===== config.mk =====
export PLATFORM = sky130hd
export DESIGN_NAME = servo_easing_profile_flat
export DESIGN_NICKNAME = d
export VERILOG_FILES = /design/src/sv/sep_pkg.sv /design/src/sv/sep_if.sv /design/src/sv/servo_easing_profile.sv /design/src/flat_wrapper.sv
export VERILOG_INCLUDE_DIRS = /design/src /design/src/sv
export SDC_FILE = /design/constraint.sdc
export NUM_CORES = 1
export LEC_CHECK = 0
export BUFFER_PORTS_ARGS = -buffer_cell sky130_fd_sc_hd__buf_2
export CAP_MARGIN = 0
export CORE_MARGIN = 2
export CORE_UTILIZATION = 53
export CTS_CLUSTER_DIAMETER = 80
export CTS_CLUSTER_SIZE = 12
export DETAILED_ROUTE_END_ITERATION = 10
export PLACE_DENSITY = 0.79
export SYNTH_ARGS = -nofsm -noshare
export SYNTH_HDL_FRONTEND = slang
export SYNTH_SLANG_ARGS = --single-unit
export TNS_END_PERCENT = 100

===== constraint.sdc =====
create_clock -name clk -period 5.5 [get_ports clk]
set_input_delay 0.275 -clock clk [delete_from_list [all_inputs] [get_ports clk]]
set_output_delay 0.275 -clock clk [all_outputs]
set_load 0.005 [all_outputs]

===== src/sv/servo_easing_profile_defines.svh =====
// Assertion macros for the servo easing profile generator.
`ifndef SERVO_EASING_PROFILE_DEFINES_SVH
`define SERVO_EASING_PROFILE_DEFINES_SVH

// Check a condition in the same cycle; needs clk and rst in scope.
`define SEP_ASSERT_NOW(label, ante, cons) \
  label: assert property (@(posedge clk) disable iff (rst) (ante) |-> (cons)) \
    else $error("servo easing profile: same-cycle check failed");

// Check a condition in the next cycle; needs clk and rst in scope.
`define SEP_ASSERT_NEXT(label, ante, cons) \
  label: assert property (@(posedge clk) disable iff (rst) (ante) |=> (cons)) \
    else $error("servo easing profile: next-cycle check failed");

`endif


===== src/sv/sep_pkg.sv =====
// Types and constants shared by the servo easing profile generator.
package sep_pkg;

  localparam int DUR_W     = 14;
  localparam int ANGLE_W   = 8;
  localparam int FRAC_W    = 16;
  localparam int MCAND_W   = 20;
  localparam int ACC_W     = MCAND_W + FRAC_W;
  localparam int CFG_DATA_W = DUR_W;
  localparam int CNT_W     = 4;

  typedef logic [1:0] cfg_index_t;

  localparam cfg_index_t CFG_CURVE_MODE = 2'd0;
  localparam cfg_index_t CFG_DURATION   = 2'd1;
  localparam cfg_index_t CFG_TARGET     = 2'd2;

  localparam logic               RST_CURVE_MODE = 1'b0;
  localparam logic [DUR_W-1:0]   RST_DURATION   = 14'd1000;
  localparam logic [ANGLE_W-1:0] RST_TARGET     = 8'd90;

  localparam logic [DUR_W:0]     TICK_MS     = 15'd10;
  localparam logic [DUR_W-1:0]   ELAPSED_MAX = 14'd16383;
  localparam logic [MCAND_W-1:0] THREE_Q16   = 20'd196608;
  localparam logic [MCAND_W:0]   TEN_Q16     = 21'd655360;
  localparam logic [CNT_W-1:0]   LAST_STEP   = 4'd15;

  typedef enum logic [2:0] {
    S_IDLE,
    S_DIV,
    S_MUL,
    S_POLY,
    S_DONE
  } state_t;

  typedef enum logic [1:0] {
    OP_SQ,
    OP_CUBE,
    OP_EASE,
    OP_SCALE
  } mul_op_t;

endpackage


===== src/sv/sep_if.sv =====
// Handshake interfaces for the tick input and the angle output channels.
interface sep_tick_if;
  logic valid;
  logic ready;
  logic restart;

  modport source (output valid, output restart, input ready);
  modport sink (input valid, input restart, output ready);
endinterface

interface sep_angle_if;
  import sep_pkg::*;

  logic               valid;
  logic               ready;
  logic [ANGLE_W-1:0] angle_deg;
  logic               last;

  modport source (output valid, output angle_deg, output last, input ready);
  modport sink (input valid, input angle_deg, input last, output ready);
endinterface


===== src/sv/servo_easing_profile.sv =====
// Eased servo angle generator: one word per 10 ms tick, zero or one angle word out.
//
// Each accepted tick either ends at once (idle, zero duration, move already
// over: no output word) or runs the fraction elapsed/duration through a
// restoring divider, one quotient bit per cycle, and then through one
// shared shift-add multiplier that takes one multiplier bit per cycle.
// Smoothstep needs three products; smootherstep needs four products plus
// a polynomial sum state. No new tick is taken until the word of the
// current one has gone into the output register. The finished word sits
// in that output register, and a new tick is taken while that word waits;
// a second finished word waits inside the block until the first is taken.
// Configuration writes are taken in any cycle and only meant while idle.
module servo_easing_profile (
  input  logic                          clk,
  input  logic                          rst,
  input  logic                          cfg_we,
  input  sep_pkg::cfg_index_t           cfg_index,
  input  logic [sep_pkg::CFG_DATA_W-1:0] cfg_data,
  sep_tick_if.sink                      tick,
  sep_angle_if.source                   profile
);
  import sep_pkg::*;

  state_t               state;
  state_t               state_next;
  mul_op_t              op;

  logic                 curve_mode;
  logic [DUR_W-1:0]     duration;
  logic [ANGLE_W-1:0]   target;

  logic [DUR_W-1:0]     elapsed;
  logic                 moving;
  logic                 last_flag;

  logic [CNT_W-1:0]     cnt;
  logic [DUR_W-1:0]     rem;
  logic [FRAC_W-1:0]    quo;
  logic [FRAC_W-1:0]    x;
  logic [FRAC_W-1:0]    mplier;
  logic [MCAND_W-1:0]   mcand;
  logic [MCAND_W-1:0]   p;
  logic [ACC_W-1:0]     acc;
  logic [ANGLE_W-1:0]   ang;

  logic                 out_valid;
  logic [ANGLE_W-1:0]   out_angle;
  logic                 out_last;

  logic                 accept;
  logic                 run;
  logic [DUR_W-1:0]     el0;
  logic                 start;
  logic [DUR_W:0]       el_sum;
  logic [DUR_W-1:0]     el_sat;

  logic [DUR_W:0]       r2;
  logic                 ge;
  logic [DUR_W:0]       diff;
  logic [DUR_W-1:0]     rem_next;
  logic [FRAC_W-1:0]    x_new;

  logic [MCAND_W:0]     mul_sum;
  logic [ACC_W-1:0]     acc_next;
  logic [FRAC_W-1:0]    prod_hi;
  logic [34:0]          six_xx;
  logic [MCAND_W-1:0]   k;
  logic [MCAND_W:0]     poly_sum;
  logic                 load_out;

  // tick decode
  always_comb begin
    accept = tick.valid && (state == S_IDLE);
    run    = tick.restart || moving;
    el0    = tick.restart ? '0 : elapsed;
    start  = run && (el0 < duration);
    el_sum = {1'b0, el0} + TICK_MS;
    el_sat = el_sum[DUR_W] ? ELAPSED_MAX : el_sum[DUR_W-1:0];
  end

  // divider step
  always_comb begin
    r2       = {rem, 1'b0};
    ge       = r2 >= {1'b0, duration};
    diff     = r2 - {1'b0, duration};
    rem_next = ge ? diff[DUR_W-1:0] : r2[DUR_W-1:0];
    x_new    = {quo[FRAC_W-2:0], ge};
  end

  // multiplier step and polynomial terms
  always_comb begin
    mul_sum  = {1'b0, acc[ACC_W-1:FRAC_W]} + (mplier[0] ? {1'b0, mcand} : '0);
    acc_next = {mul_sum, acc[FRAC_W-1:1]};
    prod_hi  = acc_next[2*FRAC_W-1:FRAC_W];
    six_xx   = {1'b0, acc_next[2*FRAC_W-1:0], 2'b00}
             + {2'b00, acc_next[2*FRAC_W-1:0], 1'b0};
    k        = THREE_Q16 - {3'b000, x, 1'b0};
    poly_sum = {1'b0, p} + TEN_Q16 - {1'b0, x, 4'b0000} + {5'b00000, x};
    load_out = (state == S_DONE) && (!out_valid || profile.ready);
  end

  // next state
  always_comb begin
    state_next = state;
    case (state)
      S_IDLE: begin
        if (accept && start) state_next = S_DIV;
      end
      S_DIV: begin
        if (cnt == LAST_STEP) state_next = S_MUL;
      end
      S_MUL: begin
        if (cnt == LAST_STEP) begin
          case (op)
            OP_CUBE:  state_next = S_POLY;
            OP_SCALE: state_next = S_DONE;
            default:  state_next = S_MUL;
          endcase
        end
      end
      S_POLY: begin
        state_next = S_MUL;
      end
      S_DONE: begin
        if (load_out) state_next = S_IDLE;
      end
      default: begin
        state_next = S_IDLE;
      end
    endcase
  end

  // outputs
  always_comb begin
    tick.ready        = (state == S_IDLE);
    profile.valid     = out_valid;
    profile.angle_deg = out_angle;
    profile.last      = out_last;
  end

  // control registers
  always_ff @(posedge clk) begin
    if (rst) begin
      state      <= S_IDLE;
      cnt        <= '0;
      moving     <= 1'b0;
      elapsed    <= '0;
      out_valid  <= 1'b0;
      curve_mode <= RST_CURVE_MODE;
      duration   <= RST_DURATION;
      target     <= RST_TARGET;
    end else begin
      state <= state_next;
      if (state == S_DIV || state == S_MUL) begin
        cnt <= cnt + 1'b1;
      end else begin
        cnt <= '0;
      end
      if (accept) begin
        if (start) begin
          elapsed <= el_sat;
          moving  <= el_sat < duration;
        end else if (run) begin
          elapsed <= el0;
          moving  <= 1'b0;
        end
      end
      if (load_out) begin
        out_valid <= 1'b1;
      end else if (profile.ready) begin
        out_valid <= 1'b0;
      end
      if (cfg_we) begin
        case (cfg_index)
          CFG_CURVE_MODE: curve_mode <= cfg_data[0];
          CFG_DURATION:   duration   <= cfg_data[DUR_W-1:0];
          CFG_TARGET:     target     <= cfg_data[ANGLE_W-1:0];
          default: begin
          end
        endcase
      end
    end
  end

  // datapath registers
  always_ff @(posedge clk) begin
    case (state)
      S_IDLE: begin
        if (accept && start) begin
          rem       <= el0;
          quo       <= '0;
          last_flag <= el_sat >= duration;
        end
      end
      S_DIV: begin
        rem <= rem_next;
        quo <= x_new;
        if (cnt == LAST_STEP) begin
          x      <= x_new;
          op     <= OP_SQ;
          mcand  <= {{(MCAND_W-FRAC_W){1'b0}}, x_new};
          mplier <= x_new;
          acc    <= '0;
        end
      end
      S_MUL: begin
        if (cnt == LAST_STEP) begin
          acc <= '0;
          case (op)
            OP_SQ: begin
              mplier <= prod_hi;
              if (curve_mode) begin
                op    <= OP_CUBE;
                mcand <= {{(MCAND_W-FRAC_W){1'b0}}, x};
                p     <= {1'b0, six_xx[34:FRAC_W]};
              end else begin
                op    <= OP_EASE;
                mcand <= k;
              end
            end
            OP_CUBE: begin
              mplier <= prod_hi;
            end
            OP_EASE: begin
              op     <= OP_SCALE;
              mplier <= prod_hi;
              mcand  <= {{(MCAND_W-ANGLE_W){1'b0}}, target};
            end
            OP_SCALE: begin
              ang <= acc_next[FRAC_W+ANGLE_W-1:FRAC_W];
            end
            default: begin
            end
          endcase
        end else begin
          acc    <= acc_next;
          mplier <= {1'b0, mplier[FRAC_W-1:1]};
        end
      end
      S_POLY: begin
        op    <= OP_EASE;
        mcand <= poly_sum[MCAND_W-1:0];
      end
      S_DONE: begin
        if (load_out) begin
          out_angle <= ang;
          out_last  <= last_flag;
        end
      end
      default: begin
      end
    endcase
  end

`include "servo_easing_profile_defines.svh"

  `SEP_ASSERT_NOW(a_rem_below_dur, state == S_DIV, rem < duration)
  `SEP_ASSERT_NOW(a_word_from_done, $rose(profile.valid), $past(state) == S_DONE)
  `SEP_ASSERT_NEXT(a_div_to_square, (state == S_DIV) && (cnt == LAST_STEP),
                   (state == S_MUL) && (op == OP_SQ) && (cnt == '0))

endmodule


===== src/flat_wrapper.sv =====
// flat-port wrapper written by rule: the top's interface ports become plain ports
module servo_easing_profile_flat import sep_pkg::*;
  (clk, rst, cfg_we, cfg_index, cfg_data, tick_valid, tick_restart, tick_ready, profile_valid, profile_angle_deg, profile_last, profile_ready);
  sep_tick_if tick_i ();
  sep_angle_if profile_i ();
  input  logic clk;
  input  logic rst;
  input  logic cfg_we;
  input  sep_pkg::cfg_index_t cfg_index;
  input  logic [sep_pkg::CFG_DATA_W-1:0] cfg_data;
  input wire logic [$bits(tick_i.valid)-1:0] tick_valid;
  input wire logic [$bits(tick_i.restart)-1:0] tick_restart;
  output wire logic [$bits(tick_i.ready)-1:0] tick_ready;
  output wire logic [$bits(profile_i.valid)-1:0] profile_valid;
  output wire logic [$bits(profile_i.angle_deg)-1:0] profile_angle_deg;
  output wire logic [$bits(profile_i.last)-1:0] profile_last;
  input wire logic [$bits(profile_i.ready)-1:0] profile_ready;
  assign tick_i.valid = tick_valid;
  assign tick_i.restart = tick_restart;
  assign tick_ready = tick_i.ready;
  assign profile_valid = profile_i.valid;
  assign profile_angle_deg = profile_i.angle_deg;
  assign profile_last = profile_i.last;
  assign profile_i.ready = profile_ready;
  servo_easing_profile u_core (.clk(clk), .rst(rst), .cfg_we(cfg_we), .cfg_index(cfg_index), .cfg_data(cfg_data), .tick(tick_i), .profile(profile_i));
endmodule

==> run metrics <==
Setup crit end kind=register; fin crit period=4.96 ns; layout cell share with drive strength beyond 1=7.54%; Core Area=0.0249 mm^2; Area Growth Syn to Fin=8.51%; row count=58; Root Driver=clkbuf_16; Seq cells post-synth=201; Syn Area/Cell=9.60 um^2; max-cap violation count=0; final setup TNS=0 ns; CP max stage delay=0.60 ns; CTS tree=yes; initial antenna violation count=0; Seq. cell area=0.00558 mm^2; DRC Markers=0; Fill cells=2,015; RSZ-0062 raised after global routing=no; Synth Warn #=0; actual slew at the worst max-slew pin=1.19 ns; remaining antenna violation count=0; Worst Setup Slack, final=0.536 ns; CP bufs+invs=0; Crit path required time=5.73 ns; total routed wirelength=31.5 mm; drt first pass iters=5; Die Y=163 um; clock-pin slew on the worst setup and hold paths=0.06 ns; clock skew=0.0330 ns; CTS Buffer Depth=3; Worst VDD drop=0.181 mV; Syn Std Cell Area=0.0133 mm^2; status=completed; DR WL met2=15.4 mm; largest net degree at the start of global routing=48; vias in the first global route=10,009; kind of critical path=reg -> reg; Critical Path Start Type=register; critical path's slowest cell=edfxtp_1; footprint of the multi-input gates=0.00715 mm^2; CTS buffer count=20; count of different cell masters after synthesis=71; top sig layer=met4; I/O pin count=33; via density per instance=5.91; relative slew slack=20.2%; Initial Utilization=53.5%; Gate Count Post-Synth=1,387; part of the Yosys area used for sequential elements=41.9%; final setup fails=0; Metal-1 WL=13.3 mm; CP max FO=20; n_diodes=0; Hold/Removal Path Class=in -> reg; GRT Util Overall=23.6%; H-tree levels=1; routability cong.=0.881; die width=163 um; Skew-Pair Late Insertion Delay=0.52 ns; number of enable flip-flop cells after synthesis=155; routed len/inst=18.0 um; Place WS=0.647 ns; Pins Over Slew Limit=0; crit path DAT=5.20 ns; DR WL met3=1.28 mm; highest clock rate=201 MHz; Power Total=0.00327 W; CP Cell Sequence=and2_1 -> ha_1 -> fa_1 -> a21oi_1 -> o211a_4 -> or4_1 -> nand4_2 -> ha_1 -> and3_1 -> nand3_1 -> or4_1 -> a211oi_1 -> nor3_1 -> o31ai_4 -> a21oi_1 -> o211ai_1 -> o211ai_1; first-pass GRT wire length=49.9 mm; Pleak=6.08 nW; Area after DPL=0.0138 mm^2; TritonCTS Sinks=201; Net Count, Synth=1,543; dominant synthesized flop cell=edfxtp_1; post-DP HPWL=23.3 mm; GR Overflow Total=0; die area=0.0264 mm^2; Layout Nets=1,569; FFs w/ async S/R, synth=0%; I/O Buffers=32; pwr/cell area=227 mW/mm^2; Post-Layout Inst Area=0.0145 mm^2; Final Hold Fails=0; Vias=10,335; CP delay by family, top=simple AND/OR/NAND/NOR gates; detailed router's first-iteration violation count=928; final period utilization=90.3%
sequential cells by signal, summed over array words and instances (netlist names), 14 cells and up:
signal / count
u_core.acc: 35
u_core.duration: 14
u_core.rem: 14
u_core.elapsed: 14
u_core.x: 16
u_core.p: 19
u_core.mcand: 20
u_core.quo: 15
u_core.mplier: 16
tightest hold or removal path, delay by kind of cell:
family,cells,cell delay (ns)
buffers and inverters,1,0.11
AND/OR/NAND/NOR,1,0.05
AO/OA/AOI/OAI,1,0.05
cells in the mapped netlist, drive strengths merged (5+ instances only):
master | n | area share, %
xnor2 | 60 | 4.1
a21oi | 91 | 3.5
o21bai | 6 | 0.42
xor2 | 24 | 1.6
edfxtp | 155 | 35
buf | 5 | 0.15
a31oi | 16 | 0.75
a22o | 12 | 0.79
ha | 120 | 11
and3 | 44 | 2.1
nand2 | 131 | 3.7
nor3 | 20 | 0.79
fa | 14 | 2.1
a211o | 13 | 0.85
mux2i | 19 | 1.4
o211ai | 16 | 0.90
nor2 | 119 | 3.4
nand4 | 8 | 0.42
nor2b | 27 | 1.3
inv | 117 | 3.3
a21o | 23 | 1.3
a221oi | 7 | 0.55
nand2b | 18 | 0.85
nand3b | 5 | 0.28
clkbuf | 43 | 1.2
dfxtp | 46 | 6.9
nand3 | 27 | 1.1
or2 | 8 | 0.38
and2 | 36 | 1.7
o21ai | 76 | 2.9
a211oi | 11 | 0.66
o21a | 11 | 0.62
or3 | 6 | 0.28
o31ai | 7 | 0.50
stage by stage:
step	hold WS, ns	util (%)	instances
2_1_floorplan	0.393	-	1387
3_3_place_gp	0.402	55.5	1712
3_5_place_dp	0.409	55.5	1712
4_1_cts	0.00527	58.1	1750
5_1_grt	0.0214	58.1	1750
6_report	0.0207	58.1	1750
cells in the final DEF, fill, tap and decap left out, types with 12 or more instances in the layout:
| cell | instances |
|---|---|
| xnor2_1 | 58 |
| a31oi_1 | 16 |
| a21oi_1 | 87 |
| buf_2 | 32 |
| a22o_1 | 12 |
| nor3_1 | 19 |
| and2_1 | 36 |
| edfxtp_1 | 155 |
| o21ai_0 | 73 |
| nand3_1 | 25 |
| nand2b_1 | 18 |
| xor2_1 | 23 |
| ha_1 | 120 |
| clkbuf_16 | 20 |
| inv_1 | 115 |
| a211o_1 | 13 |
| fa_1 | 14 |
| a21o_1 | 23 |
| o211ai_1 | 16 |
| dfxtp_1 | 46 |
| nor2_1 | 118 |
| nor2b_1 | 27 |
| and3_1 | 44 |
| mux2i_1 | 19 |
| nand2_1 | 131 |
power breakdown:
group / leakage (nW) / internal, W / total (W) / switching, W
registers: 1.80 / 0.00168 / 0.00171 / 0.0000305
clock network: 0.266 / 0.000666 / 0.00123 / 0.000568
logic: 4.02 / 0.000134 / 0.000331 / 0.000197
total: 6.08 / 0.00248 / 0.00327 / 0.000795
kinds of logic (layout without fill, tap and decap cells):
kind of cell,count (synthesis),after routing,synth area share [%]
adders and majority gates,135,135,13.5
buffers and inverters,165,198,4.66
and+or+nand+nor,465,465,17.1
xor gates and xnor gates,84,84,5.69
muxes,23,23,1.77
DFF,201,201,41.9
AOI/OAI and AO/OA,314,314,15.4
final timing paths:
kind	slack, ns	end	startpoint	cells past startpoint
min	0.02	u_core.duration[11]$_SDFFE_PP0P_	cfg_data[11]	3
min reg2reg	0.42	u_core.profile.angle_deg[3]$_DFFE_PP_	u_core.ang[3]$_DFFE_PP_	0
max reg2reg	0.54	u_core.p[17]$_DFFE_PP_	u_core.mplier[0]$_DFFE_PP_	17
max	0.54	u_core.p[17]$_DFFE_PP_	u_core.mplier[0]$_DFFE_PP_	17
layer usage:
metal	vias up	global-route usage [%]
met3	83	2.50
met4	0	10.9
met5	-	0
met2	298	40.9
li1	4970	-
met1	4984	29.8
repair_timing:
item / 4_1_cts / 5_1_grt
gates resized for setup: 0 / 0
setup buffers: 0 / 0
hold buffers: 9 / 0
endpoints found under the hold margin: 9 / 0
layout make-up:
class | count | area share, %
Clock buffer | 27 | 3.64
Timing Repair Buffer | 52 | 2.30
Sequential cell | 201 | 38.6
Clock inverter | 2 | 0.147
Multi-Input combinational cell | 1021 | 49.4
Tap cell | 330 | 2.86
Inverter | 117 | 3.04
Power figures use the tool's default switching activity.
